===== src/design/hsd_pkg.sv =====
`timescale 1ns / 1ps
// shared types and codes for the one-dimensional heat stencil block
package hsd_pkg;

  // field and register types
  typedef logic signed [23:0] val_t;
  typedef logic        [15:0] coef_t;
  typedef logic        [8:0]  gpts_t;
  typedef logic        [1:0]  kind_t;
  typedef logic        [1:0]  reg_idx_t;
  typedef logic        [7:0]  cidx_t;

  // input item kinds
  localparam kind_t KIND_STEP    = 2'd0;
  localparam kind_t KIND_READ    = 2'd1;
  localparam kind_t KIND_RESTART = 2'd2;

  // configuration register indexes
  localparam reg_idx_t REG_LEFT  = 2'd0;
  localparam reg_idx_t REG_RIGHT = 2'd1;
  localparam reg_idx_t REG_COEF  = 2'd2;
  localparam reg_idx_t REG_GPTS  = 2'd3;

  // register reset values
  localparam val_t  LEFT_RST  = 24'sd1048576;
  localparam val_t  RIGHT_RST = 24'sd2097152;
  localparam coef_t COEF_RST  = 16'd19661;
  localparam gpts_t GPTS_RST  = 9'd256;

  // Q4.20 saturation limits, on the widened update sum
  localparam logic signed [27:0] SUM_MAX = 28'sd8388607;
  localparam logic signed [27:0] SUM_MIN = -28'sd8388608;

  // rounding bias for the product with the Q0.16 coefficient
  localparam logic signed [42:0] RND_HALF = 43'sd32768;

endpackage


===== src/design/hsd_update.sv =====
`timescale 1ns / 1ps
// shared stencil unit: laplacian, coefficient multiply, rounding and saturation
module hsd_update (
  input  logic          clk,
  input  logic          rst_n,
  input  logic          start,
  input  hsd_pkg::val_t prev,
  input  hsd_pkg::val_t cur,
  input  hsd_pkg::val_t right,
  input  hsd_pkg::coef_t coef,
  output logic          res_vld,
  output hsd_pkg::val_t res,
  output logic          busy
);
  import hsd_pkg::*;

  logic                     s1_vld_r;
  logic                     s2_vld_r;
  logic                     s3_vld_r;
  logic signed [25:0]       lap_r;
  logic signed [25:0]       lap_nxt;
  val_t                     old1_r;
  val_t                     old2_r;
  logic signed [42:0]       prod_r;
  logic signed [42:0]       prod_nxt;
  logic signed [26:0]       delta;
  logic signed [27:0]       sum;
  val_t                     res_r;
  val_t                     res_nxt;
  logic signed [16:0]       coef_s;

  // stencil sum, exact in 26 bits
  always_comb begin
    lap_nxt = {{2{prev[23]}}, prev} + {{2{right[23]}}, right}
            - {{1{cur[23]}}, cur, 1'b0};
  end

  // coefficient as a positive signed operand
  assign coef_s   = {1'b0, coef};
  assign prod_nxt = 43'(lap_r * coef_s);

  // round half up, add old value, clamp to the Q4.20 range
  always_comb begin
    delta = 27'((prod_r + RND_HALF) >>> 16);
    sum   = {{4{old2_r[23]}}, old2_r} + {delta[26], delta};
    if (sum > SUM_MAX) begin
      res_nxt = SUM_MAX[23:0];
    end else if (sum < SUM_MIN) begin
      res_nxt = SUM_MIN[23:0];
    end else begin
      res_nxt = sum[23:0];
    end
  end

  // stage valids
  always_ff @(posedge clk) begin
    if (!rst_n) begin
      s1_vld_r <= 1'b0;
      s2_vld_r <= 1'b0;
      s3_vld_r <= 1'b0;
    end else begin
      s1_vld_r <= start;
      s2_vld_r <= s1_vld_r;
      s3_vld_r <= s2_vld_r;
    end
  end

  // stage data
  always_ff @(posedge clk) begin
    lap_r  <= lap_nxt;
    old1_r <= cur;
    prod_r <= prod_nxt;
    old2_r <= old1_r;
    res_r  <= res_nxt;
  end

  assign res_vld = s3_vld_r;
  assign res     = res_r;
  assign busy    = s1_vld_r | s2_vld_r | s3_vld_r;

endmodule


===== config.mk =====
export PLATFORM = sky130hd
export DESIGN_NAME = hsd_update
export DESIGN_NICKNAME = d
export VERILOG_FILES = /design/src/design/hsd_pkg.sv /design/src/design/hsd_update.sv
export SDC_FILE = /design/constraint.sdc
export NUM_CORES = 1
export LEC_CHECK = 0
export ABC_CLOCK_PERIOD_IN_PS = 14300
export BUFFER_PORTS_ARGS = -buffer_cell sky130_fd_sc_hd__buf_2
export CAP_MARGIN = 20
export CELL_PAD_IN_SITES_DETAIL_PLACEMENT = 1
export CELL_PAD_IN_SITES_GLOBAL_PLACEMENT = 2
export CORE_UTILIZATION = 40
export CTS_CLUSTER_DIAMETER = 200
export DETAILED_ROUTE_END_ITERATION = 12
export PLACE_DENSITY = 0.79
export SYNTH_ARGS = -nofsm -noshare
export SYNTH_HDL_FRONTEND = slang
export SYNTH_SLANG_ARGS = --single-unit

===== constraint.sdc =====
create_clock -name clk -period 14.3 [get_ports clk]
set_input_delay 2.145 -clock clk [delete_from_list [all_inputs] [get_ports clk]]
set_output_delay 2.145 -clock clk [all_outputs]
set_load 0.05 [all_outputs]

==> results by group <==
Cells and area
  • Filler cell count: 6,018
  • Final-stage net count: 3,047
  • Register area: 2582 um2
  • Non-filler cells in the finished layout: 3,066
  • Layout cells sized above 1: 0.07463
  • Area of the multi-input gates: 15,860 um2
  • Area delta synth->final: 8.368%

Place
  • Gpl congestion: 0.8325
  • Post-Place Cells: 3,033
  • PortBufs: 116
  • Pre-CTS setup slack: 5.308 ns
  • Detailed placer's ending HPWL: 46,510 um

Floorplanning
  • Die height: 231.0 um
  • DIE WIDTH: 231.0 um
  • Top Ports: 117
  • Die ar.: 53,370 um2
  • Starting Density: 0.4065
  • Core box area: 51,610 um2
  • Site row count: 83

Clocking
  • CTS tree: built
  • Hold_buf cts: 0
  • Clock root buffer master: clkbuf_16
  • CTS clk-pin slew, worst paths: 0.06 ns
  • Inserted Clock Buffers: 17
  • # resized after CTS: 0
  • H-tree Lvls: 4
  • Setup repair bufs after CTS: 0
  • Clock Tree Buf Depth: 2
  • Worst-Skew Late Latency: 0.43 ns
  • # clock sinks: 129

STA
  • RSZ-0062 raised after global routing: false
  • Worst-Margin Slew: 1.024 ns
  • Hold Slack: 0.3241 ns
  • Rel. slew slack: 0.3167
  • Final setup margin: 5.699 ns
  • Period utilisation layout: 0.6014
  • Clock Skews: 0.01042 ns
  • Fin Setup TNS: 0 ns
  • FMAX: 116.3 MHz
  • Final setup violation count: 0
  • Tmin final: 8.601 ns
  • Fin. max-slew vios: 0
  • Fin. Hold Viols: 0

Synthesis
  • Post-synth EDFFs: 0
  • Syn Area/Cell: 9.078 um2
  • Synthesis-stage register bit count: 129
  • Cell taking the most area after synthesis: fa_1
  • Cell area after synthesis: 20,980 um2
  • Count leader, synth: inv_1
  • Share of the synthesized area in the top cell type: 0.4084
  • Most frequent cells after synthesis: inv_1, fa_1, nand2_1
  • Ranking of synthesized cells by area: fa_1, dfxtp_1, inv_1
  • Asr flop ratio synth: 0
  • Cells after Synth: 2,311
  • Ys Warns: 0
  • Unique masters post-synth: 58
  • Syn_nets: 2,986
  • Main flop type after synthesis: dfxtp_1
  • Register area share after synthesis: 0.1231

Routing
  • Starting DRC count in detailed routing: 526
  • Drt total wl: 55,740 um
  • DR vias/cell: 4.947
  • DR vias: 15,170
  • TritonRoute pass-1 iters: 5
  • DRC Markers: 0
  • WL/cell: 18.18 um
  • Post-route ant nets: 0

Min path
  • Min-delay worst type: flip-flop to flip-flop

Critical path
  • Setup crit start kind: primary input
  • Worst EP arrival: 8.95 ns
  • Crit Path Max Fanout: 26
  • CP Class: primary input to flip-flop
  • CP Data Required Time: 14.65 ns
  • Worst setup EP type: flip-flop
  • CP max stage cell: a221oi_1
  • CP peak stage delay: 0.69 ns
  • CP Cell Sequence: buf_2 -> nand2_1 -> fa_1 -> inv_1 -> fa_1 -> fa_1 -> fa_1 -> fa_1 -> inv_1 -> fa_1 -> inv_1 -> ha_1 -> a21o_1 -> a221oi_1 -> o211a_1 -> o211ai_1 -> and4_1 -> a31o_2 -> a21o_1 -> a21oi_1 -> xnor2_1
  • Cell mode on critical path: fa_1

Global routing
  • First-pass GRT wire length: 91,510 um
  • GRT Total Usage: 0.2219
  • Antenna violations before repair: 1
  • GRT overflow: 0
  • Pin count of the biggest net entering global routing: 27
  • Number of global-route vias before repair: 17,780

Job
  • Max cap viols: 0

Status
  • Status: complete, no violations
-- metal layers --
layer / up-vias / GRT usage / wire length (um)
li1: 6965 / - / -
met1: 7930 / 0.2523 / 22280
met2: 186 / 0.4302 / 30670
met3: 85 / 0.02227 / 1118
met4: 0 / 0.06954 / 1671
met5: - / 0 / 0
-- worst paths after layout --
kind              startpoint         end  slack, ns  cells after the start
setup / recovery     coef[8]  prod_r[35]       5.70                     21
hold / removal     old1_r[3]   old2_r[3]       0.32                      0
setup reg to reg   lap_r[18]  prod_r[35]       7.01                     21
hold reg to reg    old1_r[3]   old2_r[3]       0.32                      0
-- logic make-up after synthesis --
logic type               share of synthesized area
AO/OA/AOI/OAI                              0.07342
buffers and inverters                       0.1213
AND/OR/NAND/NOR                             0.1369
flip-flops                                  0.1231
adder cells (fa/ha/maj)                     0.5015
XOR/XNOR                                   0.04384
-- layout make-up --
cell class	count	share of cell area
well taps	680	0.03742
clock buffers	21	0.02113
flip-flops and latches	129	0.1136
multi-input cells	1509	0.6975
diodes	1	0.0001101
repair buffers	118	0.02620
inverters	597	0.09857
clock inverters	11	0.005504
-- state kept, by name (all words and copies together), names as in the netlist --
signal and flops:
res_vld 1, res 24, s2_vld_r 1, lap_r 26
old1_r 24, old2_r 24, prod_r 28, s1_vld_r 1
-- cell usage in the layout (no fill, tap or decap), drive strengths merged, types with 3 or more instances in the layout --
| cell type | instances |
|---|---|
| nor3 | 11 |
| o211ai | 4 |
| a21o | 27 |
| dfxtp | 129 |
| o41ai | 4 |
| o21a | 14 |
| nor4 | 3 |
| o21ai | 50 |
| or3 | 3 |
| fa | 428 |
| xnor2 | 70 |
| nand2 | 294 |
| and4 | 5 |
| nand4 | 14 |
| and2 | 174 |
| ha | 156 |
| a21boi | 5 |
| a211oi | 7 |
| inv | 601 |
| or2 | 3 |
| a31oi | 5 |
| xor2 | 35 |
| nor2b | 8 |
| nand3 | 22 |
| and3 | 11 |
| buf | 118 |
| clkbuf | 21 |
| a31o | 3 |
| clkinv | 3 |
| a221oi | 6 |
| nor2 | 47 |
| o31ai | 4 |
| a21oi | 64 |
| o21bai | 9 |
-- through the flow --
stage                     instance area (um2)  utilization
after detailed placement                22130       0.4287
final                                   22730       0.4405
after CTS                               22730       0.4404
after global placement                  22130       0.4287
after floorplan                         20980            -
after global routing                    22730       0.4405
-- critical path, delay by kind of cell --
family | cells | cell delay, ns
adders and majority gates | 7 | 3.39
and+or+nand+nor | 2 | 0.52
buffers and inverters | 4 | 0.71
xor gates and xnor gates | 1 | 0.14
AOI/OAI and AO/OA | 7 | 2.03
Power is not shown: default switching activity piles up to over one toggle a cycle in this logic, so the estimate is an artifact.
